==> config.mk <==
export PLATFORM = sky130hd
export DESIGN_NAME = log_sentence_parser
export DESIGN_NICKNAME = d
export VERILOG_FILES = /design/src/rtl/core/lsp_pkg.sv /design/src/rtl/core/log_sentence_parser.sv /design/src/rtl/core/lsp_front.sv /design/src/rtl/core/lsp_queue.sv /design/src/rtl/core/lsp_back.sv
export VERILOG_INCLUDE_DIRS = /design/src /design/src/rtl/core
export SDC_FILE = /design/constraint.sdc
export NUM_CORES = 1
export LEC_CHECK = 0
export BUFFER_PORTS_ARGS = -buffer_cell sky130_fd_sc_hd__buf_4
export CELL_PAD_IN_SITES_DETAIL_PLACEMENT = 1
export CELL_PAD_IN_SITES_GLOBAL_PLACEMENT = 1
export CORE_MARGIN = 1.5
export CORE_UTILIZATION = 50
export DETAILED_ROUTE_END_ITERATION = 10
export GPL_TIMING_DRIVEN = 0
export PLACE_DENSITY_LB_ADDON = 0.1
export SYNTH_ARGS = -nofsm -noshare
export SYNTH_HDL_FRONTEND = slang
export SYNTH_SLANG_ARGS = --single-unit
==> constraint.sdc <==
create_clock -name clk -period 10.6 [get_ports clk]
set_input_delay 0.53 -clock clk [delete_from_list [all_inputs] [get_ports clk]]
set_output_delay 0.53 -clock clk [all_outputs]
set_load 0.02 [all_outputs]
==> src/rtl/core/assert_macros.svh <==
// ------------------------------------------------------------------------
// Assertion macros
// Shared concurrent assertion wrappers clocked on clk.
// ------------------------------------------------------------------------
`ifndef ASSERT_MACROS_SVH
`define ASSERT_MACROS_SVH

// Check a property on every edge outside reset
`define LSP_ASSERT(label, prop, msg) \
  label: assert property (@(posedge clk) disable iff (rst) (prop)) else $error(msg);

// Check a property on every edge, reset included
`define LSP_ASSERT_ALWAYS(label, prop, msg) \
  label: assert property (@(posedge clk) (prop)) else $error(msg);

`endif

==> src/rtl/core/lsp_pkg.sv <==
// ------------------------------------------------------------------------
// lsp_pkg
// Types, codes and helpers shared by the log sentence parser modules.
// ------------------------------------------------------------------------
package lsp_pkg;

  localparam logic [7:0] MAX_DATA_BYTES = 8'd223;

  localparam logic [7:0] CH_AT    = 8'h40;
  localparam logic [7:0] CH_COMMA = 8'h2C;
  localparam logic [7:0] CH_STAR  = 8'h2A;
  localparam logic [7:0] CH_NUL   = 8'h00;
  localparam logic [7:0] CH_ZERO  = 8'd48;

  localparam int QUEUE_DEPTH = 4;
  localparam int QPTR_W      = $clog2(QUEUE_DEPTH);

  // Parser phase, one-hot
  typedef enum logic [8:0] {
    PH_IDLE   = 9'b000000001,
    PH_TIME   = 9'b000000010,
    PH_GROUP  = 9'b000000100,
    PH_SRC_HI = 9'b000001000,
    PH_SRC_LO = 9'b000010000,
    PH_SKIP   = 9'b000100000,
    PH_DATA   = 9'b001000000,
    PH_CK_HI  = 9'b010000000,
    PH_CK_LO  = 9'b100000000
  } phase_t;

  typedef enum logic [2:0] {
    ST_OK      = 3'd0,
    ST_NO_AT   = 3'd1,
    ST_BAD_HEX = 3'd2,
    ST_ODD     = 3'd3,
    ST_LONG    = 3'd4,
    ST_CKSUM   = 3'd5,
    ST_TRUNC   = 3'd6
  } status_t;

  typedef enum logic {
    KIND_DATA  = 1'b0,
    KIND_FINAL = 1'b1
  } kind_t;

  // One result item as it travels through the queue
  typedef struct packed {
    kind_t       kind;
    logic [7:0]  data_byte;
    logic [7:0]  byte_index;
    logic [31:0] time_value;
    logic [31:0] group_number;
    logic [7:0]  sender;
    logic [7:0]  payload_length;
    status_t     status;
  } result_t;

  // Queue status seen by the front and back
  typedef struct packed {
    logic full;
    logic empty;
  } q_status_t;

  typedef struct packed {
    logic       valid;
    logic [3:0] value;
  } hex_t;

  // Decode one ASCII hex digit, either case
  function automatic hex_t hex_decode(input logic [7:0] c);
    hex_t h;
    h = '0;
    if (c >= 8'd48 && c <= 8'd57) begin
      h.valid = 1'b1;
      h.value = 4'(c - 8'd48);
    end else if (c >= 8'd65 && c <= 8'd70) begin
      h.valid = 1'b1;
      h.value = 4'(c - 8'd55);
    end else if (c >= 8'd97 && c <= 8'd102) begin
      h.valid = 1'b1;
      h.value = 4'(c - 8'd87);
    end
    return h;
  endfunction

endpackage

==> src/rtl/core/log_sentence_parser.sv <==
// ------------------------------------------------------------------------
// log_sentence_parser
// Parses @millis,PGN,source,hexdata*checksum lines one character a cycle while the result queue has room.
// ------------------------------------------------------------------------
// Input stream: one character per transaction on s_tdata, with s_tuser set
// on the first character of each line. Output stream: one transaction per
// decoded data byte (m_tuser low) and one end-of-line record (m_tuser high)
// carrying the timestamp, group number, sender, byte count and status.
// Throughput is one character per cycle while the result queue is not full;
// the parser updates its state for every character it takes. The parser
// writes a result into a four-entry result queue at the edge that takes
// its character; the result then moves into the output register, which
// drives m_tvalid, once that register is empty or being drained.
// When the receiver stalls, results collect in the queue and s_tready
// drops only once the queue is full. Reset clears the parser to wait for
// a line start and empties the queue and the output register.
// ------------------------------------------------------------------------
`include "assert_macros.svh"

module log_sentence_parser (
  input  logic         clk,
  input  logic         rst,
  input  logic         s_tvalid,
  output logic         s_tready,
  input  logic [7:0]   s_tdata,   // [7:0] character
  input  logic         s_tuser,   // [0] line_start
  output logic         m_tvalid,
  input  logic         m_tready,
  // [7:0] data_byte, [15:8] byte_index, [47:16] time_value,
  // [79:48] group_number, [87:80] sender, [95:88] payload_length,
  // [98:96] status, [103:99] zero
  output logic [103:0] m_tdata,
  output logic         m_tuser    // [0] kind
);

  logic               push;
  logic               pop;
  lsp_pkg::result_t   push_data;
  lsp_pkg::result_t   pop_data;
  lsp_pkg::q_status_t q_stat;

  lsp_front u_front (
    .clk        (clk),
    .rst        (rst),
    .in_valid   (s_tvalid),
    .in_ready   (s_tready),
    .character  (s_tdata),
    .line_start (s_tuser),
    .q_stat     (q_stat),
    .push       (push),
    .push_data  (push_data)
  );

  lsp_queue u_queue (
    .clk       (clk),
    .rst       (rst),
    .push      (push),
    .push_data (push_data),
    .pop       (pop),
    .pop_data  (pop_data),
    .q_stat    (q_stat)
  );

  lsp_back u_back (
    .clk       (clk),
    .rst       (rst),
    .q_stat    (q_stat),
    .pop_data  (pop_data),
    .pop       (pop),
    .out_valid (m_tvalid),
    .out_ready (m_tready),
    .out_data  (m_tdata),
    .out_user  (m_tuser)
  );

  // Never push into a full queue
  `LSP_ASSERT(a_no_overflow, q_stat.full |-> !push, "push into full result queue")

  // Never pop an empty queue
  `LSP_ASSERT(a_no_underflow, q_stat.empty |-> !pop, "pop from empty result queue")

  // Data bytes carry ok status and a length one past their index
  `LSP_ASSERT(a_data_fields,
    (m_tvalid && (m_tuser == lsp_pkg::KIND_DATA)) |->
      ((m_tdata[98:96] == lsp_pkg::ST_OK) && (m_tdata[95:88] == m_tdata[15:8] + 8'd1)),
    "data byte result with inconsistent fields")

  // Output register is empty straight after reset
  `LSP_ASSERT_ALWAYS(a_reset_empty, rst |=> !m_tvalid,
    "output valid straight after reset")

endmodule

==> src/rtl/core/lsp_front.sv <==
// ------------------------------------------------------------------------
// lsp_front
// Character parser: takes one character a cycle unless the queue is full,
// tracks sentence fields and queues data bytes and end-of-line records.
// ------------------------------------------------------------------------
module lsp_front (
  input  logic                clk,
  input  logic                rst,
  input  logic                in_valid,
  output logic                in_ready,
  input  logic [7:0]          character,
  input  logic                line_start,
  input  lsp_pkg::q_status_t  q_stat,
  output logic                push,
  output lsp_pkg::result_t    push_data
);

  lsp_pkg::phase_t phase, phase_next;
  logic [31:0] time_accum, time_accum_next;
  logic [31:0] group_accum, group_accum_next;
  logic [7:0]  sender_reg, sender_reg_next;
  logic [3:0]  high_nibble, high_nibble_next;
  logic        nibble_pending, nibble_pending_next;
  logic [7:0]  byte_count, byte_count_next;
  logic [7:0]  running_xor, running_xor_next;

  logic         accept;
  lsp_pkg::hex_t hv;
  logic         fin;
  lsp_pkg::status_t fin_status;
  logic [7:0]   ck_byte;
  logic [7:0]   new_byte;

  assign in_ready = !q_stat.full;
  assign accept   = in_valid && in_ready;
  assign hv       = lsp_pkg::hex_decode(character);
  assign ck_byte  = {high_nibble, hv.value};
  assign new_byte = {high_nibble, hv.value};

  // Work out the next parser state and any result for this character
  always_comb begin
    phase_next          = phase;
    time_accum_next     = time_accum;
    group_accum_next    = group_accum;
    sender_reg_next     = sender_reg;
    high_nibble_next    = high_nibble;
    nibble_pending_next = nibble_pending;
    byte_count_next     = byte_count;
    running_xor_next    = running_xor;
    fin                 = 1'b0;
    fin_status          = lsp_pkg::ST_OK;
    push                = 1'b0;
    push_data           = '0;

    if (accept) begin
      if (line_start) begin
        // Restart the line; anything half parsed is dropped
        time_accum_next     = '0;
        group_accum_next    = '0;
        sender_reg_next     = '0;
        high_nibble_next    = '0;
        nibble_pending_next = 1'b0;
        byte_count_next     = '0;
        running_xor_next    = '0;
        if (character != lsp_pkg::CH_AT) begin
          phase_next        = lsp_pkg::PH_IDLE;
          push              = 1'b1;
          push_data.kind    = lsp_pkg::KIND_FINAL;
          push_data.status  = lsp_pkg::ST_NO_AT;
        end else begin
          phase_next = lsp_pkg::PH_TIME;
        end
      end else if (phase == lsp_pkg::PH_IDLE) begin
        phase_next = lsp_pkg::PH_IDLE;
      end else if (character == lsp_pkg::CH_NUL) begin
        fin        = 1'b1;
        fin_status = lsp_pkg::ST_TRUNC;
      end else begin
        // Fold every character after the @ up to the star into the checksum
        if ((phase == lsp_pkg::PH_TIME) || (phase == lsp_pkg::PH_GROUP) ||
            (phase == lsp_pkg::PH_SRC_HI) || (phase == lsp_pkg::PH_SRC_LO) ||
            (phase == lsp_pkg::PH_SKIP) ||
            ((phase == lsp_pkg::PH_DATA) && (character != lsp_pkg::CH_STAR))) begin
          running_xor_next = running_xor ^ character;
        end

        unique case (phase)
          lsp_pkg::PH_TIME: begin
            if (character == lsp_pkg::CH_COMMA) phase_next = lsp_pkg::PH_GROUP;
            else time_accum_next = time_accum * 32'd10 + {24'd0, character}
                                   - {24'd0, lsp_pkg::CH_ZERO};
          end
          lsp_pkg::PH_GROUP: begin
            if (character == lsp_pkg::CH_COMMA) phase_next = lsp_pkg::PH_SRC_HI;
            else group_accum_next = group_accum * 32'd10 + {24'd0, character}
                                    - {24'd0, lsp_pkg::CH_ZERO};
          end
          lsp_pkg::PH_SRC_HI: begin
            if (!hv.valid) begin
              fin        = 1'b1;
              fin_status = lsp_pkg::ST_BAD_HEX;
            end else begin
              high_nibble_next = hv.value;
              phase_next       = lsp_pkg::PH_SRC_LO;
            end
          end
          lsp_pkg::PH_SRC_LO: begin
            if (!hv.valid) begin
              fin        = 1'b1;
              fin_status = lsp_pkg::ST_BAD_HEX;
            end else begin
              sender_reg_next = new_byte;
              phase_next      = lsp_pkg::PH_SKIP;
            end
          end
          lsp_pkg::PH_SKIP: begin
            phase_next = lsp_pkg::PH_DATA;
          end
          lsp_pkg::PH_DATA: begin
            if (character == lsp_pkg::CH_STAR) begin
              if (nibble_pending) begin
                fin        = 1'b1;
                fin_status = lsp_pkg::ST_ODD;
              end else begin
                phase_next = lsp_pkg::PH_CK_HI;
              end
            end else if (!hv.valid) begin
              fin        = 1'b1;
              fin_status = lsp_pkg::ST_BAD_HEX;
            end else if (!nibble_pending) begin
              high_nibble_next    = hv.value;
              nibble_pending_next = 1'b1;
            end else begin
              nibble_pending_next = 1'b0;
              if (byte_count >= lsp_pkg::MAX_DATA_BYTES) begin
                fin        = 1'b1;
                fin_status = lsp_pkg::ST_LONG;
              end else begin
                // Emit the completed data byte
                byte_count_next          = byte_count + 8'd1;
                push                     = 1'b1;
                push_data.kind           = lsp_pkg::KIND_DATA;
                push_data.data_byte      = new_byte;
                push_data.byte_index     = byte_count;
                push_data.time_value     = time_accum;
                push_data.group_number   = group_accum;
                push_data.sender         = sender_reg;
                push_data.payload_length = byte_count + 8'd1;
                push_data.status         = lsp_pkg::ST_OK;
              end
            end
          end
          lsp_pkg::PH_CK_HI: begin
            if (!hv.valid) begin
              fin        = 1'b1;
              fin_status = lsp_pkg::ST_BAD_HEX;
            end else begin
              high_nibble_next = hv.value;
              phase_next       = lsp_pkg::PH_CK_LO;
            end
          end
          lsp_pkg::PH_CK_LO: begin
            fin = 1'b1;
            if (!hv.valid) fin_status = lsp_pkg::ST_BAD_HEX;
            else if (ck_byte != running_xor) fin_status = lsp_pkg::ST_CKSUM;
            else fin_status = lsp_pkg::ST_OK;
          end
          default: begin
            phase_next = lsp_pkg::PH_IDLE;
          end
        endcase
      end

      // Close the line with an end-of-line record
      if (fin) begin
        phase_next               = lsp_pkg::PH_IDLE;
        push                     = 1'b1;
        push_data.kind           = lsp_pkg::KIND_FINAL;
        push_data.time_value     = time_accum;
        push_data.group_number   = group_accum;
        push_data.sender         = sender_reg;
        push_data.payload_length = byte_count;
        push_data.status         = fin_status;
      end
    end
  end

  // Hold parser state
  always_ff @(posedge clk) begin
    if (rst) begin
      phase          <= lsp_pkg::PH_IDLE;
      time_accum     <= '0;
      group_accum    <= '0;
      sender_reg     <= '0;
      high_nibble    <= '0;
      nibble_pending <= 1'b0;
      byte_count     <= '0;
      running_xor    <= '0;
    end else begin
      phase          <= phase_next;
      time_accum     <= time_accum_next;
      group_accum    <= group_accum_next;
      sender_reg     <= sender_reg_next;
      high_nibble    <= high_nibble_next;
      nibble_pending <= nibble_pending_next;
      byte_count     <= byte_count_next;
      running_xor    <= running_xor_next;
    end
  end

endmodule

==> src/rtl/core/lsp_queue.sv <==
// ------------------------------------------------------------------------
// lsp_queue
// Short result queue between the parser and the output stage.
// ------------------------------------------------------------------------
module lsp_queue (
  input  logic               clk,
  input  logic               rst,
  input  logic               push,
  input  lsp_pkg::result_t   push_data,
  input  logic               pop,
  output lsp_pkg::result_t   pop_data,
  output lsp_pkg::q_status_t q_stat
);

  localparam int CNT_W = lsp_pkg::QPTR_W + 1;

  lsp_pkg::result_t            mem [lsp_pkg::QUEUE_DEPTH];
  logic [lsp_pkg::QPTR_W-1:0]  wr_ptr;
  logic [lsp_pkg::QPTR_W-1:0]  rd_ptr;
  logic [CNT_W-1:0]            count;

  assign q_stat.full  = (count == CNT_W'(lsp_pkg::QUEUE_DEPTH));
  assign q_stat.empty = (count == '0);
  assign pop_data     = mem[rd_ptr];

  // Store incoming results
  always_ff @(posedge clk) begin
    if (push) mem[wr_ptr] <= push_data;
  end

  // Advance pointers and occupancy
  always_ff @(posedge clk) begin
    if (rst) begin
      wr_ptr <= '0;
      rd_ptr <= '0;
      count  <= '0;
    end else begin
      if (push) wr_ptr <= wr_ptr + 1'b1;
      if (pop)  rd_ptr <= rd_ptr + 1'b1;
      unique case ({push, pop})
        2'b10:   count <= count + 1'b1;
        2'b01:   count <= count - 1'b1;
        default: count <= count;
      endcase
    end
  end

endmodule

==> src/rtl/core/lsp_back.sv <==
// ------------------------------------------------------------------------
// lsp_back
// Output stage: takes results from the queue into a register and packs
// them onto the master stream.
// ------------------------------------------------------------------------
module lsp_back (
  input  logic               clk,
  input  logic               rst,
  input  lsp_pkg::q_status_t q_stat,
  input  lsp_pkg::result_t   pop_data,
  output logic               pop,
  output logic               out_valid,
  input  logic               out_ready,
  output logic [103:0]       out_data,
  output logic               out_user
);

  lsp_pkg::result_t held;

  // Refill the output register whenever it is empty or being drained
  assign pop = !q_stat.empty && (!out_valid || out_ready);

  always_ff @(posedge clk) begin
    if (rst) begin
      out_valid <= 1'b0;
    end else if (pop) begin
      out_valid <= 1'b1;
    end else if (out_ready) begin
      out_valid <= 1'b0;
    end
  end

  always_ff @(posedge clk) begin
    if (pop) held <= pop_data;
  end

  // Pack fields, lowest first
  assign out_data = {5'd0, held.status, held.payload_length, held.sender,
                     held.group_number, held.time_value, held.byte_index,
                     held.data_byte};
  assign out_user = held.kind;

endmodule
Word level (Yosys, flattened, before mapping)

Memory sizes are Yosys's and may differ from the RTL's. A register that Yosys moved wholly into a read port is not among the register bits.
Cells that the tools add are included.

Reductions and logical operators: 37
Bitwise operators: 1
$add $sub $neg: 12
Multipliers: 2
Equal/unequal tests: 35
Muxes and demuxes: 111
Order comparisons: 7

Operators with widths:

| kind                                                                              | count |
|---|---|
| 100-bit two-way mux                                                               | 7 |
| 32-bit two-way mux                                                                | 10 |
| 8-bit two-way mux                                                                 | 17 |
| 9-bit two-way mux                                                                 | 11 |
| 99-bit two-way mux                                                                | 1 |
| 96-bit two-way mux                                                                | 1 |
| 83-bit two-way mux                                                                | 1 |
| 9-bit case mux with 8 select lines                                                | 1 |
| 32-bit by 8-bit adder with 32-bit output                                          | 2 |
| 32-bit by 3-bit multiplier with 31-bit output (second input constant)             | 2 |
| 32-bit by 6-bit subtractor with 32-bit output (second input constant)             | 2 |
| 1-bit two-way mux                                                                 | 35 |
| 3-bit two-way mux                                                                 | 10 |
| 4-bit two-way mux                                                                 | 7 |
| 2-bit nonzero test                                                                | 9 |
| 8-bit by 6-bit equality test with 1-bit output (second input constant)            | 2 |
| 8-bit by 7-bit >= comparator with 1-bit output (second input constant)            | 2 |
| 8-bit by 7-bit less-or-equal comparator with 1-bit output (second input constant) | 2 |
| 8-bit AND reduction                                                               | 2 |
| 5-bit two-way mux                                                                 | 3 |
| 5-bit by 4-bit inequality test with 1-bit output (second input constant)          | 3 |
| 5-bit AND reduction                                                               | 3 |
| 2-bit inequality test (second input constant)                                     | 5 |
| 5-bit by 3-bit inequality test with 1-bit output (second input constant)          | 2 |
| 48 further kinds                                                                  | 65 |

Flip-flop bits (word level): 110
RAM bits: 400
Logic and storage cells: 218
Input bits: 13
Memories: 1

Memories:

| name        | depth | width | rd ports | clocked after Yosys merged registers in | wr ports | RTL line        | text |
|---|---|---|---|---|---|---|---|
| u_queue.mem | 4     | 100   | 1        | 1                                       | 1        | lsp_queue.sv:17 | `lsp_pkg::result_t mem [lsp_pkg::QUEUE_DEPTH];` |

Logic depth before layout (Yosys ltp)

Depth in word-level cells: 16
Mapped depth: 24

Modules after synthesis

Synthesis repeated with hierarchy kept, for this count alone.

Cells, all modules: 2189
Area total of the unflattened synthesis: 29843.6 um^2

By module, submodules not included:

| module    | sequential area each (um^2) | cells each | area each (um^2) | times used |
|---|---|---|---|---|
| lsp_queue | 12191.7                     | 569        | 14963.1          | 1 |
| lsp_front | 2042.0                      | 1510       | 11780.0          | 1 |
| lsp_back  | 3022.9                      | 110        | 3100.5           | 1 |

Worst setup path before layout

Ideal clock, no wire load.

Kind: in2reg
Start: input port m_tready
End: register u_queue.count[2]
Arrival: 7.371 ns
Stages on the path: 8
Setup slack: 3.159 ns
Buffers on the path: 0
Cells stage by stage: inv_1 > a21oi_1 > ha_1 > inv_1 > fa_1 > xor2_1 > or3_1 > a21oi_1

Word-level cells in the longest chain between the ends: 4
Elaborated cells on any way between the ends: 6
Those cells by class: 2 x eq/ne; 1 x mux; 3 x reduce/logical

Ends and longest elaborated chain:

| element                                                                               | RTL line                  | text |
|---|---|---|
| from (decl)                                                                           | log_sentence_parser.sv:28 | `input logic m_tready,` |
| 1-bit logical OR (*)                                                                  | lsp_back.sv:21            | `assign pop = !q_stat.empty && (!out_valid \|\| out_ready);` |
| 1-bit logical AND (*)                                                                 | lsp_back.sv:21            |  |
| net pop                                                                               | log_sentence_parser.sv:37 | `logic pop;` |
| 2-bit by 1-bit equality test with 1-bit output or 2-bit equality test (tied branches) | lsp_queue.sv:40           | `unique case ({push, pop})` |
| 3-bit case mux with 2 select lines or 2-bit nonzero test (tied branches)              | --                        |  |
| to (signal assigned)                                                                  | lsp_queue.sv:41           | `2'b10: count <= count + 1'b1;` |
| to (signal assigned)                                                                  | lsp_queue.sv:42           | `2'b01: count <= count - 1'b1;` |
| to (signal assigned)                                                                  | lsp_queue.sv:43           | `default: count <= count;` |
| to (decl)                                                                             | lsp_queue.sv:20           | `logic [CNT_W-1:0] count;` |

The timed path passes the listed nets; every way through them passes the cells marked *.
A chain may end at the register's enable or synchronous reset.

Worst setup path after layout

Start: register u_front.group_accum[3]
End: register u_front.group_accum[31]

Word-level cells in the longest chain between the ends: 8

Ends and longest elaborated chain:

| element                                       | RTL line         | text |
|---|---|---|
| from (decl)                                   | lsp_front.sv:20  | `logic [31:0] group_accum, group_accum_next;` |
| from (signal assigned)                        | lsp_front.sv:202 | `group_accum <= group_accum_next;` |
| 32-bit by 3-bit multiplier with 31-bit output | lsp_front.sv:95  | `else group_accum_next = group_accum * 32'd10 + {24'd0, character}` |
| 32-bit by 8-bit adder with 32-bit output      | lsp_front.sv:95  |  |
| 32-bit by 6-bit subtractor with 32-bit output | lsp_front.sv:96  | `- {24'd0, lsp_pkg::CH_ZERO};` |
| 32-bit two-way mux                            | lsp_front.sv:94  | `if (character == lsp_pkg::CH_COMMA) phase_next = lsp_pkg::PH_SRC_HI;` |
| 32-bit two-way mux                            | lsp_front.sv:87  | `unique case (phase)` |
| 32-bit two-way mux                            | lsp_front.sv:75  | `end else if (character == lsp_pkg::CH_NUL) begin` |
| 32-bit two-way mux                            | lsp_front.sv:73  | `end else if (phase == lsp_pkg::PH_IDLE) begin` |
| 32-bit two-way mux                            | lsp_front.sv:56  | `if (line_start) begin` |

Every way passes these cells. The select of a mux whose other input is x is not followed.

==> insert_results.sql <==
INSERT INTO impl_metrics (metric_group, metric, value, unit) VALUES
('clock_tree', 'cts_tree', 'done', ''),
('clock_tree', 'cts.reportedPaths.clkPinSlew', '0.06', 'ns'),
('hold_path', 'worst_min_path_class', 'in -> reg', ''),
('drt', 'detail_route.first_pass.iterations', '5', ''),
('yosys', 'ys_async_sr_fraction', '0', ''),
('worst_setup_path', 'worst_ep_arrival_time', '6.52', 'ns'),
('clock_tree', 'cts.hold.buffers_added', '0', ''),
('floorplanning', 'initial_core_util', '0.509', ''),
('yosys', 'post_synth_inst_count', '2163', ''),
('placed_design', 'number_of_placed_cells_counting_well_taps', '3056', ''),
('worst_setup_path', 'timing.critical_path.from_type', 'flip-flop', ''),
('yosys', 'synth.cells.most_frequent', '500 x edfxtp_1, 192 x ha_1, 154 x nor2_1', ''),
('power_and_ir_drop', 'powerDensity', '202', 'mW/mm^2'),
('power_and_ir_drop', 'total_leakage_power', '13.0', 'nW'),
('power_and_ir_drop', 'worst_ir_drop_vdd', '224', 'uV'),
('clock_tree', 'cts_max_level', '2', ''),
('finish', 'num_antenna_cells', '0', ''),
('global_route', 'global_route.usage.total', '0.253', ''),
('floorplanning', 'core_area', '0.0579', 'mm^2'),
('clock_tree', 'clock_sinks', '610', ''),
('worst_setup_path', 'path_max_fanout', '6', ''),
('timing', 'final-hold-violation-count', '0', ''),
('finish', 'layout.cell_area.non_filler', '0.0336', 'mm^2'),
('yosys', 'synth-edff-count', '500', ''),
('placed_design', 'hpwl', '53600', 'um'),
('timing', 'final_slew_violations', '0', ''),
('global_route', 'use_met2', '0.431', ''),
('global_route', 'grt_antenna_before_repair', '0', ''),
('timing', 'setup_violations', '0', ''),
('worst_setup_path', 'required', '11.12', 'ns'),
('clock_tree', 'cts_max_path_buffers', '3', ''),
('clock_tree', 'cts_setup_buffers', '0', ''),
('status', 'run_status', 'finished clean', ''),
('timing', 'finalCritPeriodShare', '0.566', ''),
('yosys', 'synth_most_common_cell', 'edfxtp_1', ''),
('timing', 'worstMarginPinSlew', '1.12', 'ns'),
('yosys', 'synth-warning-count', '0', ''),
('drt', 'initialDrtViolationCount', '1076', ''),
('finish', 'final_net_count', '2564', ''),
('yosys', 'synth-main-ff-cell', 'edfxtp_1', ''),
('floorplanning', 'ioPinCount', '120', ''),
('yosys', 'netlist.area_leader.share', '0.510', ''),
('finish', 'areaGrowthSynthToFinish', '14.1', '%'),
('timing', 'rsz0062_at_grt', 'false', ''),
('global_route', 'groute.layer.met3.usage', '0.0295', ''),
('yosys', 'netlist-cell-type-count', '97', ''),
('finish', 'final-instance-count-excl-fill', '3171', ''),
('placed_design', 'place.gp.congestion', '0.862', ''),
('clock_tree', 'postCtsResizedCells', '0', ''),
('drt', 'drt_drc_violations_left', '0', ''),
('floorplanning', 'placement_rows', '88', ''),
('timing', 'worst_clock_skew', '0.0132', 'ns'),
('drt', 'viasPerCell', '5.81', ''),
('timing', 'achievable-frequency', '167', 'MHz'),
('floorplanning', 'die_w', '246', 'um'),
('global_route', 'wire_length_of_the_first_global_routing_pass', '116000', 'um'),
('worst_setup_path', 'end_kind', 'flip-flop', ''),
('drt', 'vias', '18415', ''),
('clock_tree', 'cts-buffers-inserted', '61', ''),
('job', 'cap_viol_max_count', '0', ''),
('clock_tree', 'clockRootBuffer', 'clkbuf_16', ''),
('global_route', 'number_of_global_route_vias_before_repair', '19629', ''),
('global_route', 'grt.overflow.total', '0', ''),
('finish', 'layout-drive-gt1-share', '0.158', ''),
('floorplanning', 'die_area', '0.0604', 'mm^2'),
('yosys', 'postSynthRegisterBits', '610', ''),
('drt', 'drtAntennaViolNets', '0', ''),
('yosys', 'synth_sequential_area_ratio', '0.584', ''),
('drt', 'drt-total-wl', '75100', 'um'),
('floorplanning', 'die_h', '246', 'um'),
('global_route', 'top_usage_layer', 'met2', '');
[logic make-up after synthesis]
kind of cell,count (synthesis),synth area share
other,1,0.000127
AND/OR/NAND/NOR,497,0.0876
flip-flops,610,0.584
AO/OA/AOI/OAI,448,0.100
multiplexers,109,0.0796
XOR/XNOR,126,0.0382
buffers and inverters,175,0.0249
adder cells (fa/ha/maj),197,0.0850
[worst paths after layout]
kind,cells after the start,end,slack (ns),from
worst max-delay path,24,u_front.group_accum[31],4.60,u_front.group_accum[3]
worst min-delay path,4,u_back.out_valid,0.25,m_tready
worst max register to register,24,u_front.group_accum[31],4.60,u_front.group_accum[3]
worst min register to register,2,u_front.time_accum[31],0.46,u_front.time_accum[31]
[worst max-delay path: stages (launching register included)]
cell and delay (ns):
dfxtp_1 0.40, ha_1 0.26, ha_1 0.23, fa_1 0.47, a21oi_1 0.28, o21ai_0 0.27
a2111oi_2 0.53, nor2_1 0.16, o21a_1 0.20, nor2_1 0.19, o21bai_1 0.09, a21oi_1 0.17
xnor2_1 0.21, inv_1 0.09, ha_1 0.37, a21o_1 0.23, a21o_1 0.21, a2111oi_0 0.39
o21ai_0 0.25, nand2_1 0.11, a21oi_1 0.10, a31oi_1 0.23, xnor2_1 0.16, xor2_1 0.10
a22o_1 0.21
[cell type report]
cell class | count | area (um^2) | area share
Clock inverter | 31 | 327 | 0.00972
Clock buffer | 84 | 1690 | 0.0504
Inverter | 101 | 379 | 0.0113
Sequential cell | 610 | 17200 | 0.512
Timing Repair Buffer | 124 | 1140 | 0.0338
Buffer | 74 | 355 | 0.0106
Multi-Input combinational cell | 1382 | 11500 | 0.343
Tap cell | 765 | 957 | 0.0285
[routing by layer]
layer	share of wire	up-vias
met5	0	-
met3	0.037	98
met1	0.44	9391
li1	-	8587
met4	0.027	0
met2	0.49	339
[placed cells by master (no fill, tap or decap), types with 21 or more instances in the layout]
cell type  count
edfxtp_1     500
ha_1         192
nor2_1       154
a21oi_1      134
buf_4        119
dfxtp_1      110
inv_1        101
mux4_2       100
nor2b_1       91
o21ai_0       80
nand2_1       80
xnor2_1       62
xor2_1        62
clkbuf_16     61
clkbuf_1      57
a21o_1        51
a22oi_1       40
o21bai_1      23
nor3_1        22
nand3_1       21
[report_power, final]
group          leakage, nW  total [W]  switching, W  internal, W
Combinational         6.09    0.00153      0.000902     0.000627
Sequential            5.93    0.00307      0.000108      0.00296
Clock                0.993    0.00218      0.000932      0.00125
[metrics by stage]
step	power, W	setup TNS (ns)	hold WS, ns	setup slack [ns]
after global routing	0.00701	0	0.253	4.02
final	0.00677	0	0.252	4.60
after global placement	0.00462	-0.962	0.446	-0.600
after CTS	0.00686	0	0.217	4.63
after detailed placement	0.00467	0	0.452	4.70
after floorplan	0.00399	0	0.423	3.16
No activity file was read; power rests on OpenSTA's default activity.
